$ cat config.mk
export PLATFORM = sky130hd
export DESIGN_NAME = acss_mac
export DESIGN_NICKNAME = d
export VERILOG_FILES = /design/src/hw/rtl/acss_pkg.sv /design/src/hw/rtl/acss_mac.sv
export SDC_FILE = /design/constraint.sdc
export NUM_CORES = 2
export LEC_CHECK = 0
export BUFFER_PORTS_ARGS = -buffer_cell sky130_fd_sc_hd__clkbuf_2
export CAP_MARGIN = 20
export CORE_MARGIN = 5
export CORE_UTILIZATION = 40
export CTS_BUF_LIST = sky130_fd_sc_hd__clkbuf_4
export DETAILED_ROUTE_END_ITERATION = 10
export HOLD_SLACK_MARGIN = 0.15
export PLACE_DENSITY = 0.6
export RECOVER_POWER = 100
export SLEW_MARGIN = 20
export SYNTH_ARGS = -nofsm -noshare
export SYNTH_HDL_FRONTEND = slang
export SYNTH_SLANG_ARGS = --single-unit
$ cat constraint.sdc
create_clock -name clk_i -period 11 [get_ports clk_i]
set_clock_uncertainty 0.15 [all_clocks]
set_input_delay 0 -clock clk_i [delete_from_list [all_inputs] [get_ports clk_i]]
set_output_delay 0 -clock clk_i [all_outputs]
set_load 0.05 [all_outputs]
$ cat src/hw/rtl/acss_pkg.sv
// acss_pkg: shared types, codes and constants for the ARIMA CSS residual accumulator.
// Used by acss_mac and arima_css_residual_accumulator_top; depends on nothing.

package acss_pkg;

  // default sizes, overridable on the top level
  localparam int AR_TAPS_MAX_DEF    = 8;
  localparam int MA_TAPS_MAX_DEF    = 8;
  localparam int DIFF_ORDER_MAX_DEF = 2;

  // field widths fixed by the item format
  localparam int SAMPLE_W = 32;
  localparam int COEF_W   = 32;
  localparam int RES_W    = 48;
  localparam int CSS_W    = 63;
  localparam int STEP_W   = 32;

  // shared multiply-accumulate datapath
  localparam int MUL_A_W = 33;
  localparam int MUL_B_W = 25;
  localparam int PROD_W  = MUL_A_W + MUL_B_W;
  localparam int ACC_W   = 96;
  localparam int CHUNK_W = 24;
  localparam int FRAC_W  = 16;

  localparam logic [RES_W-1:0] RES_MAX = {1'b0, {(RES_W-1){1'b1}}};
  localparam logic [RES_W-1:0] RES_MIN = {1'b1, {(RES_W-1){1'b0}}};
  localparam logic [CSS_W-1:0] CSS_MAX = {CSS_W{1'b1}};

  // operation codes
  localparam logic [1:0] OP_LOAD_AR = 2'd0;
  localparam logic [1:0] OP_LOAD_MA = 2'd1;
  localparam logic [1:0] OP_SAMPLE  = 2'd2;
  localparam logic [1:0] OP_RESTART = 2'd3;

  // configuration register indexes
  localparam logic [1:0] CFG_AR_ORDER   = 2'd0;
  localparam logic [1:0] CFG_MA_ORDER   = 2'd1;
  localparam logic [1:0] CFG_DIFF_ORDER = 2'd2;
  localparam logic [1:0] CFG_INTERCEPT  = 2'd3;

  // product alignment codes
  localparam logic [1:0] SH_0  = 2'd0;
  localparam logic [1:0] SH_24 = 2'd1;
  localparam logic [1:0] SH_25 = 2'd2;
  localparam logic [1:0] SH_48 = 2'd3;

  typedef struct packed {
    logic [1:0]               operation;
    logic [2:0]               coef_slot;
    logic signed [COEF_W-1:0] coef_value;
    logic signed [SAMPLE_W-1:0] sample;
  } in_item_t;

  typedef struct packed {
    logic                     ready_res;
    logic signed [RES_W-1:0]  residual;
    logic [CSS_W-1:0]         css_sum;
    logic                     css_overflow;
    logic [STEP_W-1:0]        steps_done;
  } out_item_t;

  typedef struct packed {
    logic       load;
    logic       mac;
    logic       sub;
    logic [1:0] shift;
  } mac_ctrl_t;

endpackage

$ cat src/hw/rtl/acss_mac.sv
// acss_mac: shared 33x25 signed multiplier with a 96-bit aligned accumulator.
// Depends on acss_pkg for widths, alignment codes and the control struct.

module acss_mac (
  input  logic                              clk_i,
  input  logic                              rst_ni,
  input  acss_pkg::mac_ctrl_t               ctrl_i,
  input  logic signed [acss_pkg::ACC_W-1:0]   load_val_i,
  input  logic signed [acss_pkg::MUL_A_W-1:0] a_i,
  input  logic signed [acss_pkg::MUL_B_W-1:0] b_i,
  output logic signed [acss_pkg::ACC_W-1:0]   acc_o
);

  logic signed [acss_pkg::PROD_W-1:0] prod;
  logic signed [acss_pkg::ACC_W-1:0]  prod_ext;
  logic signed [acss_pkg::ACC_W-1:0]  term;
  logic signed [acss_pkg::ACC_W-1:0]  acc_q;
  logic signed [acss_pkg::ACC_W-1:0]  acc_d;

  always_comb begin
    prod     = a_i * b_i;
    prod_ext = acss_pkg::ACC_W'(prod);
    unique case (ctrl_i.shift)
      acss_pkg::SH_0:  term = prod_ext;
      acss_pkg::SH_24: term = prod_ext <<< 24;
      acss_pkg::SH_25: term = prod_ext <<< 25;
      acss_pkg::SH_48: term = prod_ext <<< 48;
      default:         term = prod_ext;
    endcase
    acc_d = acc_q;
    if (ctrl_i.load) begin
      acc_d = load_val_i;
    end else if (ctrl_i.mac) begin
      acc_d = ctrl_i.sub ? (acc_q - term) : (acc_q + term);
    end
  end

  always_ff @(posedge clk_i or negedge rst_ni) begin
    if (!rst_ni) begin
      acc_q <= '0;
    end else begin
      acc_q <= acc_d;
    end
  end

  assign acc_o = acc_q;

endmodule

==> results_dict.tcl <==
set metrics [dict create \
    status "finished, violations left" \
    violations "capacitance limit, slew limit" \
    hold_ws_ns 0.228 \
    grt_use_total 0.259 \
    postSynth.asyncResetShare 1.00 \
    ys_ff_latch 96 \
    antenna_found_initial 3 \
    htreeDepth 3 \
    place_inst 7716 \
    routedWlPerCell_um 18.9 \
    clkTransAtPathRegs_ns 0.21 \
    cts_buffer_depth 2 \
    worst-path-stages 46 \
    cts_tree "yes" \
    wl_mm 152 \
    placementRows 122 \
    cpMostUsedCell "fa_1" \
    finalCritPeriodShare 0.969 \
    slowest_stage "fa_1" \
    numCtsBuffers 9 \
    overflow 0 \
    worstMarginPinSlew_ns 3.30 \
    synth_top_flop_cell "dfrtp_1" \
    worst-path-buf-inv 11 \
    synth_top_area_frac 0.381 \
    synth_area_leaders "fa_1 (38%), inv_1 (7.4%), ha_1 (7.2%), and2_1 (5.9%), nand2_1 (5.7%)" \
    yosys.cell_count.top_type "inv_1" \
    fin_util 0.521 \
    cp_top_family "adder cells" \
    clock_sinks 96 \
    largest_reg_flops 96 \
    grt_max_degree 104 \
    yosys-top-cells-count "inv_1 (868), fa_1 (843), nand2_1 (668)" \
    grt_pass1_vias 44500 \
    cpPeakStageDelay_ns 0.56 \
    r2r_cells 21 \
    maxCapViolCount 2 \
    synth.net_count 6574 \
    hpwl_mm 127 \
    die_area_um2 117000 \
    hold-path-cell-count 5 \
    critPathMaxFanout 17 \
    final_nets 7791 \
    setup_viol 0 \
    gp_congestion 1.01 \
    min_path_type "in2reg" \
    yosys_warnings 0 \
    core_um2 110000 \
    fmax_mhz 93.8 \
    finalHoldViolCount 0 \
    slew_headroom -1.20 \
    die_x_um 343 \
    fillers 10400 \
    drive_gt1_frac 0.200 \
    drt_iter0_markers 2876 \
    synth_cell_types 113 \
    ant_nets 0 \
    syn_area_um2 44300 \
    synthCells 5317 \
    cp.required_ns 11.35 \
    start_util 0.401 \
    drcViolationCount 0 \
    setup-tns-final_ns 0 \
    vias 42000 \
    start_kind "input port" \
    synth_top_cell_by_area "fa_1" \
    crit_path_end_kind "register" \
    drv_slew 98 \
    grt_pass1_wl_mm 243 \
    finalNonFillerCells 8031 \
    drtPass1Iterations 6 \
    area_delta_synth_final_pct 29.9 \
    fp.dieH_um 343 \
    viasPerCell 5.23 \
    min_period_ns 10.66 \
    crit_type "in2reg" \
    synth_edf_count 0 \
    cts-root-buf "clkbuf_4" \
    ys_seq_area_frac 0.0543 \
    port_buffers 256 \
    cp.arrival_ns 11.02 \
    syn_avg_cell_area_um2 8.32 \
    clock_latency_ns 0.58 \
    ios 257 \
]
worst paths after layout:
path                                       start                    end  slack, ns
setup / recovery                         b_i[10]  acc_o[92]$_DFFE_PN0P_       0.34
max in group asynchronous                 rst_ni  acc_o[32]$_DFFE_PN0P_       7.01
hold / removal                         ctrl_i[2]  acc_o[95]$_DFFE_PN0P_       0.23
hold reg to reg            acc_o[71]$_DFFE_PN0P_  acc_o[71]$_DFFE_PN0P_       0.48
setup reg to reg            acc_o[0]$_DFFE_PN0P_  acc_o[46]$_DFFE_PN0P_       5.36
min in group asynchronous                 rst_ni  acc_o[95]$_DFFE_PN0P_       1.38
layout make-up:
| class | instances | area (um2) | area share |
|---|---|---|---|
| clock inverters | 6 | 36.3 | 0.000631 |
| clock buffers | 9 | 67.6 | 0.00118 |
| diodes | 5 | 12.5 | 0.000218 |
| well taps | 1488 | 1860 | 0.0324 |
| inverters | 870 | 3270 | 0.0568 |
| flip-flops and latches | 96 | 2400 | 0.0418 |
| repair buffers | 1505 | 11800 | 0.205 |
| multi-input cells | 4052 | 38000 | 0.662 |
cell families (layout without fill, tap and decap cells):
logic type,count (synthesis),count (layout),share of synthesized area
xor+xnor,225,225,0.0447
other cells,0,5,0
buf+inv,1169,2390,0.100
compound gates,990,990,0.144
flops,96,96,0.0543
simple gates,1668,1668,0.188
fa+ha+maj,1096,1096,0.453
mux,73,73,0.0170
layout by cell type (no fill, tap or decap), types with 128 or more instances in the layout:
cell type        n
ha_1           242
and2_1         415
o21ai_0        213
nand2_1        664
nor2_1         215
buf_4          923
dlygate4sd3_1  279
inv_1          865
a21oi_1        275
xnor2_1        128
clkbuf_2       136
fa_1           838
metrics by stage:
| step | setup WS, ns | cell area, um2 |
|---|---|---|
| after floorplan | 0.143 | 44300 |
| after global placement | -0.706 | 54000 |
| after detailed placement | -0.828 | 54000 |
| after CTS | 0.00200 | 56900 |
| after global routing | -0.0580 | 57500 |
| final | 0.337 | 57500 |
worst register-to-register path, cell delays in order (launching register included):
cell and delay, ns:
dfrtp_1 0.44, inv_1 0.09, ha_1 0.17, inv_1 0.05, fa_1 0.40, a21o_1 0.17, a21oi_1 0.26, o21ai_0 0.23
a2111oi_0 0.82, o21ai_0 0.23, buf_4 0.20, nor2b_1 0.14, nand4_1 0.12, a21oi_1 0.09, nand2b_1 0.22, a21oi_1 0.25
o21a_1 0.21, o21ai_0 0.12, xor2_1 0.19, a211oi_2 0.29, a21oi_1 0.07, dlygate4sd3_1 0.60
layer usage:
layer,vias up,track usage,part of all wire,wire length [um]
li1,19400,-,-,-
met1,21000,0.348,0.43,65100
met2,1309,0.443,0.48,72800
met3,304,0.0246,0.053,8020
met4,0,0.0818,0.037,5640
met5,-,0,0,0
repair_timing:
item,in CTS,in global routing
hold endpoints to repair,192,0
setup endpoints to repair,11,36
hold buffers,282,0
resized for setup,8,165
pin swaps,2,51
setup buffers,0,15
Power is not shown: default switching activity piles up to over one toggle a cycle in this logic, so the estimate is an artifact.
